`config.mk`:
```
export PLATFORM = sky130hd
export DESIGN_NAME = duplicate_value_finder
export DESIGN_NICKNAME = d
export VERILOG_FILES = /design/src/rtl/core/dvf_pkg.sv /design/src/rtl/core/duplicate_value_finder.sv
export VERILOG_INCLUDE_DIRS = /design/src /design/src/rtl/core
export SDC_FILE = /design/constraint.sdc
export NUM_CORES = 2
export LEC_CHECK = 0
export ABC_AREA = 1
export BUFFER_PORTS_ARGS = -buffer_cell sky130_fd_sc_hd__buf_2
export CAP_MARGIN = 20
export CORE_ASPECT_RATIO = 1.4
export CORE_UTILIZATION = 28
export DETAILED_ROUTE_END_ITERATION = 8
export RECOVER_POWER = 25
export SETUP_SLACK_MARGIN = 0.1
export SLEW_MARGIN = 10
export SYNTH_ARGS = -nofsm -noshare
export SYNTH_HDL_FRONTEND = slang
export SYNTH_SLANG_ARGS = --single-unit
```
`constraint.sdc`:
```
create_clock -name clk_i -period 3.47 [get_ports clk_i]
set_input_delay 0.5205 -clock clk_i [delete_from_list [all_inputs] [get_ports clk_i]]
set_output_delay 0.5205 -clock clk_i [all_outputs]
set_load 0.02 [all_outputs]
```
`src/rtl/core/assert_macros.svh`:
```
// Assertion macros used by the RTL module duplicate_value_finder.
`ifndef ASSERT_MACROS_SVH
`define ASSERT_MACROS_SVH

// Check a property on every rising clock edge outside reset.
`define DVF_ASSERT(lbl, prop, msg) \
  lbl: assert property (@(posedge clk_i) disable iff (!rst_ni) (prop)) else $error(msg);

// Check that a condition implies a consequence in the same cycle.
`define DVF_ASSERT_IMP(lbl, ante, cons, msg) \
  lbl: assert property (@(posedge clk_i) disable iff (!rst_ni) (ante) |-> (cons)) else $error(msg);

`endif

```
`src/rtl/core/dvf_pkg.sv`:
```
// Types and constants of the duplicate value finder.
package dvf_pkg;

  localparam int MaxElements = 256;
  localparam int AddrW       = $clog2(MaxElements);
  localparam int CntW        = AddrW + 1;
  localparam int ValInW      = 16;
  localparam int DupW        = 8;

  typedef enum logic [1:0] {
    StFound    = 2'd0,
    StNone     = 2'd1,
    StRange    = 2'd2,
    StOverflow = 2'd3
  } status_e;

  typedef struct packed {
    logic [ValInW-1:0] value;
    logic              is_last;
  } in_t;

  typedef struct packed {
    status_e         status;
    logic [DupW-1:0] duplicate;
  } out_t;

endpackage

```
`src/rtl/core/duplicate_value_finder.sv`:
```
// Duplicate value finder: stores a list, then binary-searches the value range.
// Loading: requests are taken while in_stall_o is low; it is high from the last request
// until the result moves to the output register. After the last of N+1 requests: the error
// flags are judged, a range pass runs, up to ceil(log2 N)+1 counting passes follow, each led
// by a midpoint step, then a hand-over waits for any output stall; flag errors skip the passes.
// Reset clears the control state and counters; the element store is not cleared.
`include "assert_macros.svh"

module duplicate_value_finder (
  input  logic          clk_i,
  input  logic          rst_ni,
  input  logic          in_valid_i,
  output logic          in_stall_o,
  input  dvf_pkg::in_t  in_data_i,
  output logic          out_valid_o,
  input  logic          out_stall_i,
  output dvf_pkg::out_t out_data_o
);

  typedef enum logic [2:0] {
    S_LOAD,
    S_EVAL,
    S_CHECK,
    S_MID,
    S_COUNT,
    S_RESULT
  } state_e;

  state_e                     state_q;
  logic [dvf_pkg::CntW-1:0]   cnt_q;
  logic                       bad_q;
  logic                       ovf_q;
  logic [dvf_pkg::CntW-1:0]   idx_q;
  logic                       rdv_q;
  logic                       big_q;
  logic [dvf_pkg::AddrW-1:0]  lo_q;
  logic [dvf_pkg::AddrW-1:0]  hi_q;
  logic [dvf_pkg::AddrW-1:0]  mid_q;
  logic [dvf_pkg::CntW-1:0]   rcnt_q;
  dvf_pkg::status_e           res_status_q;
  logic [dvf_pkg::DupW-1:0]   res_dup_q;
  logic                       out_valid_q;
  dvf_pkg::out_t              out_q;

  logic [dvf_pkg::AddrW-1:0]  store_mem [dvf_pkg::MaxElements];
  logic [dvf_pkg::AddrW-1:0]  rd_q;

  logic                       in_acc;
  logic                       full;
  logic                       val_bad;
  logic                       store_we;
  logic                       scanning;
  logic                       issue;
  logic                       pass_done;
  logic [dvf_pkg::CntW-1:0]   last_val;
  logic [dvf_pkg::AddrW:0]    mid_sum;
  logic [dvf_pkg::CntW-1:0]   half_w;
  logic                       in_half;
  logic                       out_free;

  assign in_stall_o  = (state_q != S_LOAD);
  assign in_acc      = in_valid_i && !in_stall_o;
  assign full        = (cnt_q == dvf_pkg::CntW'(dvf_pkg::MaxElements));
  assign val_bad     = (in_data_i.value == '0) ||
                       ({1'b0, in_data_i.value} >=
                        (dvf_pkg::ValInW + 1)'(dvf_pkg::MaxElements));
  assign store_we    = in_acc && !full;
  assign scanning    = (state_q == S_CHECK) || (state_q == S_COUNT);
  assign issue       = scanning && (idx_q != cnt_q);
  assign pass_done   = !issue && !rdv_q;
  assign last_val    = cnt_q - dvf_pkg::CntW'(1);
  assign mid_sum     = {1'b0, lo_q} + {1'b0, hi_q};
  assign half_w      = dvf_pkg::CntW'(mid_q - lo_q) + dvf_pkg::CntW'(1);
  assign in_half     = (rd_q >= lo_q) && (rd_q <= mid_q);
  assign out_free    = !out_valid_q || !out_stall_i;
  assign out_valid_o = out_valid_q;
  assign out_data_o  = out_q;

  // Element store: one write port while loading, one registered read port.
  always_ff @(posedge clk_i) begin
    if (store_we) begin
      store_mem[cnt_q[dvf_pkg::AddrW-1:0]] <= val_bad ? '0
                                              : in_data_i.value[dvf_pkg::AddrW-1:0];
    end
    rd_q <= store_mem[idx_q[dvf_pkg::AddrW-1:0]];
  end

  always_ff @(posedge clk_i or negedge rst_ni) begin
    if (!rst_ni) begin
      state_q      <= S_LOAD;
      cnt_q        <= '0;
      bad_q        <= 1'b0;
      ovf_q        <= 1'b0;
      idx_q        <= '0;
      rdv_q        <= 1'b0;
      big_q        <= 1'b0;
      lo_q         <= dvf_pkg::AddrW'(1);
      hi_q         <= '0;
      mid_q        <= '0;
      rcnt_q       <= '0;
      res_status_q <= dvf_pkg::StNone;
      res_dup_q    <= '0;
      out_valid_q  <= 1'b0;
      out_q        <= '0;
    end else begin
      if (out_valid_q && !out_stall_i && (state_q != S_RESULT)) begin
        out_valid_q <= 1'b0;
      end
      rdv_q <= issue;
      if (issue) begin
        idx_q <= idx_q + dvf_pkg::CntW'(1);
      end

      unique case (state_q)
        S_LOAD: begin
          if (in_acc) begin
            if (full) begin
              ovf_q <= 1'b1;
            end else begin
              if (val_bad) begin
                bad_q <= 1'b1;
              end
              cnt_q <= cnt_q + dvf_pkg::CntW'(1);
            end
            if (in_data_i.is_last) begin
              state_q <= S_EVAL;
            end
          end
        end

        S_EVAL: begin
          res_dup_q <= '0;
          idx_q     <= '0;
          big_q     <= 1'b0;
          priority if (ovf_q) begin
            res_status_q <= dvf_pkg::StOverflow;
            state_q      <= S_RESULT;
          end else if (bad_q || (cnt_q < dvf_pkg::CntW'(2))) begin
            res_status_q <= dvf_pkg::StRange;
            state_q      <= S_RESULT;
          end else begin
            state_q <= S_CHECK;
          end
        end

        // Range pass: any stored value above N is out of range.
        S_CHECK: begin
          if (rdv_q && (dvf_pkg::CntW'(rd_q) > last_val)) begin
            big_q <= 1'b1;
          end
          if (pass_done) begin
            if (big_q) begin
              res_status_q <= dvf_pkg::StRange;
              state_q      <= S_RESULT;
            end else begin
              lo_q    <= dvf_pkg::AddrW'(1);
              hi_q    <= last_val[dvf_pkg::AddrW-1:0];
              state_q <= S_MID;
            end
          end
        end

        S_MID: begin
          mid_q   <= mid_sum[dvf_pkg::AddrW:1];
          idx_q   <= '0;
          rcnt_q  <= '0;
          state_q <= S_COUNT;
        end

        // Counting pass over the lower half [lo, mid].
        S_COUNT: begin
          if (rdv_q && in_half) begin
            rcnt_q <= rcnt_q + dvf_pkg::CntW'(1);
          end
          if (pass_done) begin
            if (lo_q == hi_q) begin
              if (rcnt_q > dvf_pkg::CntW'(1)) begin
                res_status_q <= dvf_pkg::StFound;
                res_dup_q    <= dvf_pkg::DupW'(lo_q);
              end else begin
                res_status_q <= dvf_pkg::StNone;
              end
              state_q <= S_RESULT;
            end else begin
              if (rcnt_q > half_w) begin
                hi_q <= mid_q;
              end else begin
                lo_q <= mid_q + dvf_pkg::AddrW'(1);
              end
              state_q <= S_MID;
            end
          end
        end

        // Hold until the output register is free, then start a new list.
        S_RESULT: begin
          if (out_free) begin
            out_valid_q      <= 1'b1;
            out_q.status     <= res_status_q;
            out_q.duplicate  <= res_dup_q;
            cnt_q            <= '0;
            bad_q            <= 1'b0;
            ovf_q            <= 1'b0;
            state_q          <= S_LOAD;
          end
        end

        default: begin
          state_q <= S_LOAD;
        end
      endcase
    end
  end

  `DVF_ASSERT(a_out_from_result, $rose(out_valid_q) |-> $past(state_q == S_RESULT), "result without search end")
  `DVF_ASSERT_IMP(a_found_nonzero, out_valid_o && (out_data_o.status == dvf_pkg::StFound), out_data_o.duplicate != '0, "found duplicate is zero")
  `DVF_ASSERT_IMP(a_other_zero, out_valid_o && (out_data_o.status != dvf_pkg::StFound), out_data_o.duplicate == '0, "duplicate set without a find")
  `DVF_ASSERT_IMP(a_mid_in_range, state_q == S_COUNT, (lo_q <= mid_q) && (mid_q <= hi_q), "midpoint outside search range")

endmodule

```
==> flow_summary.ini <==
[status]
outcome = finished, violations left
violations = capacitance limit, slew limit

[floorplan]
die_h_um = 680
fp.dieArea_mm2 = 0.330
core_mm2 = 0.326
ios = 33
start_util_pct = 28.2
rows = 248
floorplan.die.width_um = 486

[global_route]
grt_usage_pct = 15.4
antenna_found_initial = 2
grt-ovfl-total = 0
grt_start_max_net_pins = 147
grt_pass1_vias = 61100
grt_pass1_wl_mm = 386

[placed_design]
place_congestion = 0.917
dp_hpwl_mm = 166
place_area_mm2 = 0.0999
port_buffers = 32

[timing]
relSlewSlack_pct = -34.9
finalSetupViolations = 0
clock_skew_ns = 0.0698
finalCritPeriodShare_pct = 93.6
hold_viol_final = 0
final_max_slew_viol_count = 210
timing.fmax_mhz = 308
fin_crit_ns = 3.25
tightest_slew_ns = 2.02
rsz0062_at_grt = yes
tns_ns = 0

[cts]
cts_tree = yes
htree_levels = 4
numClockSinks = 2135
cts_buffers = 194
clkTransAtPathRegs_ns = 0.06
clock_latency_ns = 0.87
cts-root-buf = clkbuf_16
cts_buffer_depth = 4

[drt]
wl_mm = 261
drt_iter0_drc = 5317
vias = 61800
postRouteAntennaNets = 0
post_drt_wl_per_cell_um = 19.4
firstDrtPassIters = 8
drc_errors = 0
viasPerCell = 4.58

[final_layout]
final-seq-area_mm2 = 0.0637
n_fill_cell = 32700
syn2layout_area_growth_pct = 15.4
fin_nets = 9044
fin_area_mm2 = 0.106
multiInputGateArea_mm2 = 0.0235
drive_above_1_share_pct = 9.09

[logic_synthesis]
synth_seq_cells = 2135
ys_seq_area_share_pct = 69.3
syn_nets = 8841
async_reset_ff_share_pct = 3.70
synth_top_area_cell = edfxtp_1
syn_area_mm2 = 0.0918
synth_top_area_share_pct = 67.0
synth_cell_types = 43
synth_cells = 8753
ys_top_cells_by_area = edfxtp_1, nand2_1, nor2_1, nand3_1, o21ai_0
yosys_most_used_dff = edfxtp_1
yosysWarnings = 0
syn_avg_cell_area_um2 = 10.5
synth-edff-count = 2048

[worst_setup_path]
worstSetupEndpoint = store_mem[204][1]$_DFFE_PP_
rr_startpoint = lo_q[1]$_DFFE_PN0P_
r2r_slack_ns = 0.25
reg2reg_to = hi_q[3]$_DFFE_PN0P_
crit_required_ns = 4.03
arrival_ns = 3.81
start_kind = input port
cp-end-kind = register
crit_fanout = 46
startpoint = in_data_i[10]
path_class = input port to register
r2r_cells = 19

[power]
pwr_density_cell_mw_per_mm2 = 638
combPwrFrac_pct = 25.8
power_w = 0.0676
clkPwrFrac_pct = 31.8
p_leak_nw = 40.4
p_sw_share_pct = 32.4
p_int_w = 0.0457
seq_power_share_pct = 42.4
ir_drop_mv = 0.410
power.switching_w = 0.0219

[flow_run]
cap_violations = 5

[min_path]
hp-class = input port to register
-- power groups by stage --
stage / Combinational (W) / Sequential (W) / Clock (W)
after detailed placement: 0.0171 / 0.0292 / 0
after global placement: 0.0171 / 0.0292 / 0
after CTS: 0.0173 / 0.0286 / 0.0218
after floorplan: 0.0108 / 0.0290 / 0
after global routing: 0.0192 / 0.0287 / 0.0227
final: 0.0174 / 0.0287 / 0.0215
-- cells in the final DEF (no fill, tap or decap), drive strengths merged, types with 2 or more instances in the layout --
master and n:
clkinvlp 4, fa 2, o21ai 580, inv 729, nor3 25, nand4 10, nor4 6, dlygate4sd3 2
o22ai 10, xor2 19, nand3 722, dfrtp 77, clkinv 75, o211ai 68, a31oi 4, buf 446
bufinv 19, and3 2, or2 24, dfstp 2, dfxtp 8, xnor2 5, nor2 1286, edfxtp 2048
nand2 2463, a22oi 2, clkbuf 283, ha 65, a21oi 116
-- per-stage QoR --
stage	instances	utilization (%)	hold WS, ns	worst slack (ns)
global placement	13100	30.6	0.456	-0.202
finish	13500	32.5	0.219	0.221
CTS	13500	32.5	0.177	0.128
detailed placement	13100	30.6	0.453	-0.113
floorplan	8753	-	0.225	-2.30
global route	13500	32.5	0.272	0.0606
-- worst min path at each step --
stage,startpoint,end,slack (ns),cells after the start
5_1_grt,in_data_i[0],state_q[2]$_DFFE_PN0P_,0.27,5
4_1_cts,in_data_i[0],state_q[2]$_DFFE_PN0P_,0.18,5
3_5_place_dp,out_data_o[1]$_DFFE_PN0P_,out_data_o[1]$_DFFE_PN0P_,0.45,2
6_report,in_data_i[0],state_q[2]$_DFFE_PN0P_,0.22,5
3_3_place_gp,out_data_o[1]$_DFFE_PN0P_,out_data_o[1]$_DFFE_PN0P_,0.46,2
2_1_floorplan,rst_ni,bad_q$_DFFE_PN0P_,0.22,0
-- cells in the mapped netlist, types with 8 or more instances --
| cell | instances |
|---|---|
| dfrtp_1 | 77 |
| xor2_1 | 19 |
| inv_2 | 18 |
| nand3_1 | 722 |
| o211ai_1 | 68 |
| nand4_1 | 10 |
| clkbuf_1 | 217 |
| inv_1 | 708 |
| edfxtp_1 | 2048 |
| o21ai_1 | 8 |
| nor2_1 | 1279 |
| nand2_1 | 2456 |
| buf_2 | 162 |
| buf_1 | 70 |
| ha_1 | 65 |
| o22ai_1 | 10 |
| o21ai_0 | 572 |
| or2_2 | 24 |
| a21oi_1 | 116 |
| buf_4 | 25 |
| dfxtp_1 | 8 |
| nor3_1 | 24 |
-- cell families (layout without fill, tap and decap cells) --
family                     count (synthesis)  in the layout  share of synthesized area, %
and+or+nand+nor                         4539           4540                          19.8
buffers and inverters                   1204           1558                          5.25
AOI/OAI and AO/OA                        784            784                          4.50
xor gates and xnor gates                  24             24                         0.229
DFF                                     2135           2135                          69.3
other                                      0              1                             0
adders and majority gates                 67             67                         0.929
-- worst max-delay path: stages --
cell,delay [ns]
buf_2,0.10
nor4_1,0.32
o211ai_1,0.14
clkbuf_1,0.34
nor2_4,0.15
clkbuf_2,1.32
clkbuf_4,0.76
-- layout make-up --
type / count / area share [%]
Clock inverter: 98 / 0.938
Antenna cell: 1 / 0.00236
Clock buffer: 250 / 4.92
Timing Repair Buffer: 481 / 4.08
Multi-Input combinational cell: 5415 / 22.2
Tap cell: 4375 / 5.17
Inverter: 729 / 2.61
Sequential cell: 2135 / 60.1
-- repair_timing --
action	CTS	global route
hold buffers	2	0
endpoints found under the setup margin	12	16
gates cloned	1	0
gates resized for setup	8	25
pin swaps	3	21
hold endpoints to repair	42	0
buffers inserted	0	3
-- sequential cells by signal, indices dropped and copies added (netlist names) --
name,flops
out_valid_o,1
hi_q,8
store_mem,2048
idx_q,9
lo_q,8
bad_q,1
rdv_q,1
state_q,3
res_dup_q,8
ovf_q,1
mid_q,8
out_data_o,10
res_status_q,2
rd_q,8
big_q,1
cnt_q,9
rcnt_q,9
-- layer usage --
layer  GRT usage [%]  part of all wire, %
met1            16.8                   37
met4            8.97                  6.2
met2            28.8                   53
met5               0               0.0034
met3            1.57                  4.5
(Power assumes the default switching activity.)
